$ cat config.mk
export PLATFORM = sky130hd
export DESIGN_NAME = wrapped_tile_window_builder_flat
export DESIGN_NICKNAME = d
export VERILOG_FILES = /design/src/rtl/twb_pkg.sv /design/src/rtl/twb_if.sv /design/src/rtl/twb_front.sv /design/src/rtl/twb_queue.sv /design/src/rtl/twb_back.sv /design/src/rtl/wrapped_tile_window_builder.sv /design/src/flat_wrapper.sv
export SDC_FILE = /design/constraint.sdc
export NUM_CORES = 1
export LEC_CHECK = 0
export BUFFER_PORTS_ARGS = -buffer_cell sky130_fd_sc_hd__buf_2
export CORE_MARGIN = 2
export CORE_UTILIZATION = 60
export DETAILED_ROUTE_END_ITERATION = 7
export GPL_TIMING_DRIVEN = 0
export PLACE_DENSITY = 0.86
export SETUP_SLACK_MARGIN = 0.1
export SLEW_MARGIN = 20
export SYNTH_ARGS = -nofsm -noshare
export SYNTH_HDL_FRONTEND = slang
export SYNTH_HIERARCHICAL = 1
export SYNTH_SLANG_ARGS = --single-unit
$ cat constraint.sdc
create_clock -name clk -period 16.95 [get_ports clk]
set_clock_uncertainty 0.1 [all_clocks]
set_input_delay 2.5425 -clock clk [delete_from_list [all_inputs] [get_ports clk]]
set_output_delay 2.5425 -clock clk [all_outputs]
set_load 0.03 [all_outputs]
$ cat src/rtl/twb_pkg.sv
// Package for the wrapped tile window builder: coordinate types, sizes,
// register indexes and the start coordinate function.
// Depends on nothing; every other file of the block imports it.
package twb_pkg;

  // Field widths fixed by the interface.
  localparam int POS_W    = 32;
  localparam int ORIGIN_W = 16;
  localparam int SIZE_W   = 11;
  localparam int TILE_W   = 16;
  localparam int ROW_W    = 4;

  // Tile fields carried by one row word.
  localparam int TILE_COLS = 9;

  // Signed tile coordinate: the wrapped start needs 19 bits, one more
  // leaves room for the increments across a window.
  localparam int COORD_W = 20;

  // Depth of the queue between the front and back parts.
  localparam int QUEUE_DEPTH = 2;
  localparam int QPTR_W      = $clog2(QUEUE_DEPTH);
  localparam int QCNT_W      = $clog2(QUEUE_DEPTH + 1);

  // Configuration register indexes.
  localparam int CFG_IDX_W = 1;
  localparam logic [CFG_IDX_W-1:0] REG_WORLD_WIDTH  = 1'd0;
  localparam logic [CFG_IDX_W-1:0] REG_WORLD_HEIGHT = 1'd1;

  // Reset value of both size registers.
  localparam logic [SIZE_W-1:0] SIZE_RESET = 11'd64;

  typedef logic signed [COORD_W-1:0] coord_t;
  typedef logic [SIZE_W-1:0]         size_t;
  typedef logic [TILE_W-1:0]         tile_t;

  // One window job: the column coordinates shared by all rows and the
  // starting row coordinate.
  typedef struct packed {
    coord_t [TILE_COLS-1:0] xs;
    coord_t                 tz;
  } twb_job_t;

  // A job together with its valid flag, as it moves between parts.
  typedef struct packed {
    logic     valid;
    twb_job_t job;
  } twb_job_word_t;

  // Widen a size register into a signed coordinate for comparisons.
  function automatic coord_t size_to_coord(input size_t size);
    return $signed({{(COORD_W - SIZE_W){1'b0}}, size});
  endfunction

  // Start tile along one axis: scale the position down to a tile, move it
  // into the map section, wrap once against the section span and drop the
  // sub-tile bits.
  function automatic coord_t axis_start(input logic signed [POS_W-1:0]    pos,
                                        input logic signed [ORIGIN_W-1:0] origin,
                                        input size_t                      size);
    logic signed [19:0] t_tile;
    logic signed [19:0] t_round;
    logic signed [16:0] t_cell;
    logic signed [16:0] o_sum;
    logic signed [25:0] o_ofs;
    logic signed [26:0] t_rel;
    logic signed [26:0] span;
    logic signed [26:0] t_wrap;
    logic signed [18:0] t_out;
    t_tile  = $signed(pos[31:12]);
    t_round = t_tile[19] ? t_tile + 20'sd7 : t_tile;
    t_cell  = $signed(t_round[19:3]);
    o_sum   = $signed({origin[15], origin}) + 17'sd2;
    o_ofs   = $signed({o_sum, 8'b0, 1'b0}) >>> 1;
    t_rel   = $signed({{10{t_cell[16]}}, t_cell}) - $signed({o_ofs[25], o_ofs});
    span    = $signed({8'b0, size, 8'b0});
    if (t_rel < 27'sd0) begin
      t_wrap = t_rel + span;
    end else if (span < t_rel) begin
      t_wrap = t_rel - span;
    end else begin
      t_wrap = t_rel;
    end
    t_out = $signed(t_wrap[26:8]);
    return $signed({t_out[18], t_out});
  endfunction

endpackage

$ cat src/rtl/twb_if.sv
// Handshake interfaces for the tile window builder: the position word in
// and the window row word out.
// Depends on twb_pkg.
interface twb_in_if;
  import twb_pkg::*;

  logic                       valid;
  logic                       ready;
  logic signed [POS_W-1:0]    pos_x;
  logic signed [POS_W-1:0]    pos_z;
  logic signed [ORIGIN_W-1:0] origin_x;
  logic signed [ORIGIN_W-1:0] origin_z;

  modport source (output valid, pos_x, pos_z, origin_x, origin_z, input ready);
  modport sink   (input valid, pos_x, pos_z, origin_x, origin_z, output ready);
endinterface

interface twb_out_if;
  import twb_pkg::*;

  logic             valid;
  logic             ready;
  logic [TILE_W-1:0] tile_0;
  logic [TILE_W-1:0] tile_1;
  logic [TILE_W-1:0] tile_2;
  logic [TILE_W-1:0] tile_3;
  logic [TILE_W-1:0] tile_4;
  logic [TILE_W-1:0] tile_5;
  logic [TILE_W-1:0] tile_6;
  logic [TILE_W-1:0] tile_7;
  logic [TILE_W-1:0] tile_8;
  logic [ROW_W-1:0]  row_number;
  logic              last_row;

  modport source (output valid, tile_0, tile_1, tile_2, tile_3, tile_4, tile_5,
                  tile_6, tile_7, tile_8, row_number, last_row, input ready);
  modport sink   (input valid, tile_0, tile_1, tile_2, tile_3, tile_4, tile_5,
                  tile_6, tile_7, tile_8, row_number, last_row, output ready);
endinterface

$ cat src/rtl/twb_front.sv
// Front part of the tile window builder: accepts position words, computes
// the wrapped start tile per axis and builds the column coordinates.
// Depends on twb_pkg and twb_if.
module twb_front #(
  parameter int WINDOW_SIZE = 9
) (
  input  logic                  clk,
  input  logic                  rst,
  twb_in_if.sink                items,
  input  twb_pkg::size_t        world_width,
  input  twb_pkg::size_t        world_height,
  input  logic                  queue_full,
  output twb_pkg::twb_job_word_t push_word
);
  import twb_pkg::*;

  localparam int EMIT_N = (WINDOW_SIZE < TILE_COLS) ? WINDOW_SIZE : TILE_COLS;
  localparam logic [ROW_W-1:0] EMIT_LAST = ROW_W'(EMIT_N);

  // Start stage registers.
  logic   stage_valid;
  coord_t stage_tx;
  coord_t stage_tz;

  // Column builder registers.
  logic                   bld_busy;
  logic [ROW_W-1:0]       bld_cnt;
  coord_t                 bld_x;
  coord_t [TILE_COLS-1:0] bld_xs;
  coord_t                 bld_tz;

  logic   bld_done;
  logic   bld_push;
  logic   bld_load;
  coord_t w_coord;
  coord_t x_first;
  coord_t x_step;

  assign w_coord  = size_to_coord(world_width);
  assign bld_done = bld_busy && (bld_cnt == EMIT_LAST);
  assign bld_push = bld_done && !queue_full;
  assign bld_load = stage_valid && (!bld_busy || bld_push);

  // The start stage takes a word whenever it is empty or hands off now.
  assign items.ready = !stage_valid || bld_load;

  // Column wrap: a coordinate at or past the width restarts at zero.
  assign x_first = (stage_tx >= w_coord) ? '0 : stage_tx;
  assign x_step  = (bld_x >= w_coord) ? '0 : bld_x;

  // Start stage valid flag.
  always_ff @(posedge clk) begin
    if (rst) begin
      stage_valid <= 1'b0;
    end else if (items.valid && items.ready) begin
      stage_valid <= 1'b1;
    end else if (bld_load) begin
      stage_valid <= 1'b0;
    end
  end

  // Start stage payload.
  always_ff @(posedge clk) begin
    if (items.valid && items.ready) begin
      stage_tx <= axis_start(items.pos_x, items.origin_x, world_width);
      stage_tz <= axis_start(items.pos_z, items.origin_z, world_height);
    end
  end

  // Column builder control: one column per cycle, the first on load.
  always_ff @(posedge clk) begin
    if (rst) begin
      bld_busy <= 1'b0;
      bld_cnt  <= '0;
    end else if (bld_load) begin
      bld_busy <= 1'b1;
      bld_cnt  <= ROW_W'(1);
    end else if (bld_busy && !bld_done) begin
      bld_cnt <= bld_cnt + ROW_W'(1);
    end else if (bld_push) begin
      bld_busy <= 1'b0;
    end
  end

  // Column builder payload.
  always_ff @(posedge clk) begin
    if (bld_load) begin
      bld_xs[0] <= x_first;
      bld_x     <= x_first + COORD_W'(1);
      bld_tz    <= stage_tz;
    end else if (bld_busy && !bld_done) begin
      bld_xs[bld_cnt] <= x_step;
      bld_x           <= x_step + COORD_W'(1);
    end
  end

  assign push_word.valid   = bld_push;
  assign push_word.job.xs  = bld_xs;
  assign push_word.job.tz  = bld_tz;

endmodule

$ cat src/rtl/twb_queue.sv
// Short queue of window jobs between the front and back parts.
// Depends on twb_pkg.
module twb_queue (
  input  logic                   clk,
  input  logic                   rst,
  input  twb_pkg::twb_job_word_t push_word,
  output logic                   full,
  output twb_pkg::twb_job_word_t head,
  input  logic                   pop
);
  import twb_pkg::*;

  twb_job_t [QUEUE_DEPTH-1:0] mem;
  logic [QPTR_W-1:0]          wr_ptr;
  logic [QPTR_W-1:0]          rd_ptr;
  logic [QCNT_W-1:0]          count;

  logic do_pop;

  assign do_pop = pop && (count != '0);
  assign full   = (count == QCNT_W'(QUEUE_DEPTH));

  // Pointer and occupancy bookkeeping.
  always_ff @(posedge clk) begin
    if (rst) begin
      wr_ptr <= '0;
      rd_ptr <= '0;
      count  <= '0;
    end else begin
      if (push_word.valid) begin
        wr_ptr <= (wr_ptr == QPTR_W'(QUEUE_DEPTH - 1)) ? '0 : wr_ptr + QPTR_W'(1);
      end
      if (do_pop) begin
        rd_ptr <= (rd_ptr == QPTR_W'(QUEUE_DEPTH - 1)) ? '0 : rd_ptr + QPTR_W'(1);
      end
      if (push_word.valid && !do_pop) begin
        count <= count + QCNT_W'(1);
      end else if (do_pop && !push_word.valid) begin
        count <= count - QCNT_W'(1);
      end
    end
  end

  // Entry storage.
  always_ff @(posedge clk) begin
    if (push_word.valid) begin
      mem[wr_ptr] <= push_word.job;
    end
  end

  assign head.valid = (count != '0);
  assign head.job   = mem[rd_ptr];

endmodule

$ cat src/rtl/twb_back.sv
// Back part of the tile window builder: walks the rows of a window job
// and emits one row word per cycle, while rows.ready is high, through
// an output register. Depends on twb_pkg and twb_if.
module twb_back #(
  parameter int WINDOW_SIZE = 9
) (
  input  logic                   clk,
  input  logic                   rst,
  input  twb_pkg::twb_job_word_t head,
  output logic                   pop,
  input  twb_pkg::size_t         world_width,
  input  twb_pkg::size_t         world_height,
  twb_out_if.source              rows
);
  import twb_pkg::*;

  localparam int EMIT_N = (WINDOW_SIZE < TILE_COLS) ? WINDOW_SIZE : TILE_COLS;
  localparam logic [ROW_W-1:0] LAST_ROW = ROW_W'(EMIT_N - 1);

  // Row walker registers.
  logic                   active;
  logic [ROW_W-1:0]       row;
  coord_t                 z_cur;
  coord_t [TILE_COLS-1:0] xs;

  // Output register.
  logic                   out_valid;
  tile_t [TILE_COLS-1:0]  out_tiles;
  logic [ROW_W-1:0]       out_row;
  logic                   out_last;

  logic                   advance;
  logic                   is_last;
  logic                   load;
  coord_t                 z_row;
  logic [26:0]            product;
  tile_t                  base;
  tile_t [TILE_COLS-1:0]  tiles_next;

  assign advance = active && (!out_valid || rows.ready);
  assign is_last = (row == LAST_ROW);
  assign load    = head.valid && (!active || (advance && is_last));
  assign pop     = load;

  // Row wrap against the height, then the row base tile number.
  assign z_row   = (z_cur >= size_to_coord(world_height)) ? '0 : z_cur;
  assign product = {11'b0, z_row[15:0]} * {16'b0, world_width};
  assign base    = product[15:0];

  // Tile numbers of this row; columns outside the window read zero.
  always_comb begin
    for (int c = 0; c < TILE_COLS; c++) begin
      if (c < EMIT_N) begin
        tiles_next[c] = base + xs[c][15:0];
      end else begin
        tiles_next[c] = '0;
      end
    end
  end

  // Row walker control.
  always_ff @(posedge clk) begin
    if (rst) begin
      active <= 1'b0;
      row    <= '0;
    end else if (load) begin
      active <= 1'b1;
      row    <= '0;
    end else if (advance) begin
      row <= row + ROW_W'(1);
      if (is_last) begin
        active <= 1'b0;
      end
    end
  end

  // Row walker payload.
  always_ff @(posedge clk) begin
    if (load) begin
      z_cur <= head.job.tz;
      xs    <= head.job.xs;
    end else if (advance) begin
      z_cur <= z_row + COORD_W'(1);
    end
  end

  // Output valid flag.
  always_ff @(posedge clk) begin
    if (rst) begin
      out_valid <= 1'b0;
    end else if (advance) begin
      out_valid <= 1'b1;
    end else if (rows.ready) begin
      out_valid <= 1'b0;
    end
  end

  // Output payload.
  always_ff @(posedge clk) begin
    if (advance) begin
      out_tiles <= tiles_next;
      out_row   <= row;
      out_last  <= is_last;
    end
  end

  assign rows.valid      = out_valid;
  assign rows.tile_0     = out_tiles[0];
  assign rows.tile_1     = out_tiles[1];
  assign rows.tile_2     = out_tiles[2];
  assign rows.tile_3     = out_tiles[3];
  assign rows.tile_4     = out_tiles[4];
  assign rows.tile_5     = out_tiles[5];
  assign rows.tile_6     = out_tiles[6];
  assign rows.tile_7     = out_tiles[7];
  assign rows.tile_8     = out_tiles[8];
  assign rows.row_number = out_row;
  assign rows.last_row   = out_last;

endmodule

$ cat src/rtl/wrapped_tile_window_builder.sv
// Top level of the wrapped tile window builder: size registers, front part,
// job queue and back part. Depends on twb_pkg, twb_if, twb_front, twb_queue
// and twb_back.
//
// Usage: each word on items carries a world position and a map section
// origin. The block answers with a window of tile numbers, one word on rows
// per window row (min(WINDOW_SIZE, 9) rows), the last one flagged by
// last_row. World width and height are written through cfg_we, cfg_index
// and cfg_data while the block is idle; both reset to 64.
// A position word passes the start stage, column builder, job queue, row
// walker and output register; its later row words follow one per cycle
// while rows.ready is high; new position words are taken while earlier ones
// are still in flight. The rate is set by the column builder, one column
// coordinate per cycle, and by the row walker, one row word per cycle.
// Reset is synchronous and empties every stage and the queue.
// When the receiver holds rows.ready low, the row word waits in the output
// register, the row walker stops, the two-job queue fills and items.ready
// drops once the front part has nowhere to hand its work.
module wrapped_tile_window_builder #(
  parameter int WINDOW_SIZE = 9
) (
  input  logic                           clk,
  input  logic                           rst,
  input  logic                           cfg_we,
  input  logic [twb_pkg::CFG_IDX_W-1:0]  cfg_index,
  input  logic [twb_pkg::SIZE_W-1:0]     cfg_data,
  twb_in_if.sink                         items,
  twb_out_if.source                      rows
);
  import twb_pkg::*;

  size_t         world_width;
  size_t         world_height;
  twb_job_word_t push_word;
  twb_job_word_t head;
  logic          queue_full;
  logic          pop;

  // Size registers.
  always_ff @(posedge clk) begin
    if (rst) begin
      world_width  <= SIZE_RESET;
      world_height <= SIZE_RESET;
    end else if (cfg_we) begin
      case (cfg_index)
        REG_WORLD_WIDTH:  world_width  <= cfg_data;
        REG_WORLD_HEIGHT: world_height <= cfg_data;
        default: ;
      endcase
    end
  end

  twb_front #(
    .WINDOW_SIZE (WINDOW_SIZE)
  ) u_front (
    .clk          (clk),
    .rst          (rst),
    .items        (items),
    .world_width  (world_width),
    .world_height (world_height),
    .queue_full   (queue_full),
    .push_word    (push_word)
  );

  twb_queue u_queue (
    .clk       (clk),
    .rst       (rst),
    .push_word (push_word),
    .full      (queue_full),
    .head      (head),
    .pop       (pop)
  );

  twb_back #(
    .WINDOW_SIZE (WINDOW_SIZE)
  ) u_back (
    .clk          (clk),
    .rst          (rst),
    .head         (head),
    .pop          (pop),
    .world_width  (world_width),
    .world_height (world_height),
    .rows         (rows)
  );

endmodule

$ cat src/flat_wrapper.sv
// flat-port wrapper written by rule: the top's interface ports become plain ports
module wrapped_tile_window_builder_flat import twb_pkg::*;
#(
  parameter int WINDOW_SIZE = 9
)
  (clk, rst, cfg_we, cfg_index, cfg_data, items_valid, items_pos_x, items_pos_z, items_origin_x, items_origin_z, items_ready, rows_valid, rows_tile_0, rows_tile_1, rows_tile_2, rows_tile_3, rows_tile_4, rows_tile_5, rows_tile_6, rows_tile_7, rows_tile_8, rows_row_number, rows_last_row, rows_ready);
  twb_in_if items_i ();
  twb_out_if rows_i ();
  input  logic clk;
  input  logic rst;
  input  logic cfg_we;
  input  logic [twb_pkg::CFG_IDX_W-1:0] cfg_index;
  input  logic [twb_pkg::SIZE_W-1:0] cfg_data;
  input wire logic [$bits(items_i.valid)-1:0] items_valid;
  input wire logic [$bits(items_i.pos_x)-1:0] items_pos_x;
  input wire logic [$bits(items_i.pos_z)-1:0] items_pos_z;
  input wire logic [$bits(items_i.origin_x)-1:0] items_origin_x;
  input wire logic [$bits(items_i.origin_z)-1:0] items_origin_z;
  output wire logic [$bits(items_i.ready)-1:0] items_ready;
  output wire logic [$bits(rows_i.valid)-1:0] rows_valid;
  output wire logic [$bits(rows_i.tile_0)-1:0] rows_tile_0;
  output wire logic [$bits(rows_i.tile_1)-1:0] rows_tile_1;
  output wire logic [$bits(rows_i.tile_2)-1:0] rows_tile_2;
  output wire logic [$bits(rows_i.tile_3)-1:0] rows_tile_3;
  output wire logic [$bits(rows_i.tile_4)-1:0] rows_tile_4;
  output wire logic [$bits(rows_i.tile_5)-1:0] rows_tile_5;
  output wire logic [$bits(rows_i.tile_6)-1:0] rows_tile_6;
  output wire logic [$bits(rows_i.tile_7)-1:0] rows_tile_7;
  output wire logic [$bits(rows_i.tile_8)-1:0] rows_tile_8;
  output wire logic [$bits(rows_i.row_number)-1:0] rows_row_number;
  output wire logic [$bits(rows_i.last_row)-1:0] rows_last_row;
  input wire logic [$bits(rows_i.ready)-1:0] rows_ready;
  assign items_i.valid = items_valid;
  assign items_i.pos_x = items_pos_x;
  assign items_i.pos_z = items_pos_z;
  assign items_i.origin_x = items_origin_x;
  assign items_i.origin_z = items_origin_z;
  assign items_ready = items_i.ready;
  assign rows_valid = rows_i.valid;
  assign rows_tile_0 = rows_i.tile_0;
  assign rows_tile_1 = rows_i.tile_1;
  assign rows_tile_2 = rows_i.tile_2;
  assign rows_tile_3 = rows_i.tile_3;
  assign rows_tile_4 = rows_i.tile_4;
  assign rows_tile_5 = rows_i.tile_5;
  assign rows_tile_6 = rows_i.tile_6;
  assign rows_tile_7 = rows_i.tile_7;
  assign rows_tile_8 = rows_i.tile_8;
  assign rows_row_number = rows_i.row_number;
  assign rows_last_row = rows_i.last_row;
  assign rows_i.ready = rows_ready;
  wrapped_tile_window_builder #(.WINDOW_SIZE(WINDOW_SIZE)) u_core (.clk(clk), .rst(rst), .cfg_we(cfg_we), .cfg_index(cfg_index), .cfg_data(cfg_data), .items(items_i), .rows(rows_i));
endmodule
==> qor.csv <==
metric,value,unit
status,completed,
WP buf/inv,5,
Core ar.,78700,um^2
crit path launch,u_core/u_back/z_cur[19],
vias per inst,6.10,
Post-DP Area,50600,um^2
CTS tree,done,
Post-Syn Nets,4146,
max-slew violations,0,
flop2flop setup slack,6870,ps
die span in x,285,um
number of H-tree levels,3,
# diodes,0,
RSZ-0062 raised after global routing,no,
Crit Path Class,reg2reg,
post-CTS setup buffers,0,
layout cells sized above 1,0.172,
YS warnings,6,
Worst setup SP type,flip-flop,
setup violators final,0,
"Hold Vio Cnt, Final",0,
Leakage,20.1,nW
Slew HR,0.237,
Ports,264,
antenna-violating nets left,0,
Via Count,31242,
placed cells,4957,
Required @ worst endpoint,17230,ps
TritonRoute pass-1 iters,6,
Crit. End Element,flip-flop,
post-CTS sizing,0,
setup slack after layout,6870,ps
grt ovf,0,
hold slack,316,ps
placer congestion estimate,0.941,
vias in the first global route,30929,
Post-Layout Cell Count,5119,
R2R Path End,u_core/u_back/rows.tile_0[15],
"Reg clk slew, reported paths",60,ps
Synth Instances,3642,
worst-skew pair later-pin latency,660,ps
Overall Global Routing Usage,0.273,
Mean Syn Cell Area,13.0,um^2
Worst R2R Start,u_core/u_back/z_cur[19],
worst reg2reg path depth,28,
slowest library cell on the worst path,o21a_1,
finished layout cell area,53500,um^2
Iter 0 DRT Violations,3153,
Avg WL per Cell,21.9,um
critical path's top delay family,adder cells,
Post-DP HPWL,79900,um
Worst-Margin Slew,1150,ps
Syn-to-layout area delta,12.7,%
ratio of final minimum period to clock period,0.595,
depth of the worst hold-timing path,0,
total length of routed wires,112000,um
initial antenna violation count,0,
Worst Min Path Start,u_core/u_front/stage_tz[10],
fin crit period,10080,ps
DP Worst Slack,7150,ps
CP max stage delay,690,ps
Worst Hold End,u_core/u_front/bld_tz[10],
die area,81400,um^2
Hold WC Path Type,reg2reg,
Max VDD drop,0.0789,mV
Die Span Y,285,um
Clock Root Buffer,clkbuf_16,
PwrDens,103,nW/um^2
residual DRC count,0,
global-route wire length before repair,172000,um
pin count of the biggest net entering global routing,64,
CTS max path bufs,3,
Post-Syn Area,47500,um^2
FP Rows,103,
setup TNS,0,ps
fmax,99.2,MHz
Worst Path Max Fanout,10,
maxcap violations,0,
PortBufs,239,
Initial Util,0.603,
Post-CTS Hold Buffers,0,
CTS buffer count,89,
clk sink count,900,
Layout Nets,4502,
Worst Path Arrival,10360,ps
most frequent CP cell,fa_1,
-- sequential cells by signal, summed over array words and instances, names as in the netlist, 11 cells and up --
signal,flops
u_core/u_queue/mem,328
u_core/u_back/xs,144
u_core/u_front/push_word,144
u_core/u_back/z_cur,20
u_core/u_front/bld_x,20
u_core/u_front/bld_tz,19
u_core/u_front/stage_tx,19
u_core/u_front/stage_tz,19
u_core/u_back/rows.tile_0,16
u_core/u_back/rows.tile_1,16
u_core/u_back/rows.tile_2,16
u_core/u_back/rows.tile_3,16
u_core/u_back/rows.tile_4,16
u_core/u_back/rows.tile_5,16
u_core/u_back/rows.tile_6,16
u_core/u_back/rows.tile_7,16
u_core/u_back/rows.tile_8,16
u_core/world_height,11
u_core/world_width,11
-- placed cells by master (no fill, tap or decap), types with 22 or more instances in the layout --
master       n
nor3_1      58
ha_1       300
mux2i_1     27
nand3_1    100
o21ai_0    113
nand4_1     39
edfxtp_1   862
or2_2       22
dfxtp_1     38
clkbuf_1    60
fa_1        90
a21o_1      49
a211oi_1    38
nand2_1    197
and3_1      70
o21a_1      38
xnor2_1    141
buf_2      250
o21bai_1    26
clkbuf_16   90
o211ai_1    22
nor2b_1     36
xor2_1      95
a31oi_1     27
a21oi_1    169
nand2b_1    62
buf_6       32
mux2_2     167
nor2_1     181
inv_1      205
and2_1      59
-- through the flow --
stage | utilization | total power [W]
finish | 0.680 | 0.00549
floorplan | - | 0.00326
detailed placement | 0.643 | 0.00357
global route | 0.680 | 0.00569
global placement | 0.635 | 0.00352
CTS | 0.680 | 0.00549
-- area by class of cell --
class                           instances  area (um^2)
Sequential cell                       900        26600
Fill cell                            5181        25200
Multi-Input combinational cell       2438        19600
Clock buffer                          104         2320
Timing Repair Buffer                  265         1710
Tap cell                             1050         1310
Inverter                              207          777
Buffer                                 97          612
Clock inverter                         58          571
-- worst register-to-register path: cells and delay by family (launching register included) --
family                   cells  cell delay [ps]
AND/OR/NAND/NOR              4             1510
buffers and inverters        5              870
adder cells (fa/ha/maj)      7             3170
AO/OA/AOI/OAI               10             3020
flip-flops                   1              510
XOR/XNOR                     2              640
-- metal layers --
layer,vias to the layer above,GRT usage,routed length (um)
li1,14339,-,-
met1,15135,0.339,43000
met2,1467,0.475,55900
met3,301,0.0328,7590
met4,0,0.132,5420
met5,-,0,0
-- where the power goes --
group | internal, W | switching [W] | leakage (nW)
combinational | 0.000379 | 0.000619 | 10.6
sequential | 0.00251 | 0.0000455 | 8.15
clock | 0.00110 | 0.000833 | 1.38
total | 0.00399 | 0.00150 | 20.1
-- worst max path at each step --
| stage | slack, ps | endpoint | depth (start not counted) |
|---|---|---|---|
| 2_1_floorplan | 7470 | u_core/u_queue/count[1] | 11 |
| 3_3_place_gp | 3630 | u_core/u_queue/mem[121] | 5 |
| 3_5_place_dp | 7150 | u_core/u_back/rows.tile_0[15] | 28 |
| 4_1_cts | 7060 | u_core/u_back/rows.tile_0[15] | 28 |
| 5_1_grt | 6470 | u_core/u_back/rows.tile_0[15] | 28 |
| 6_report | 6870 | u_core/u_back/rows.tile_0[15] | 28 |
Power figures use the tool's default switching activity.
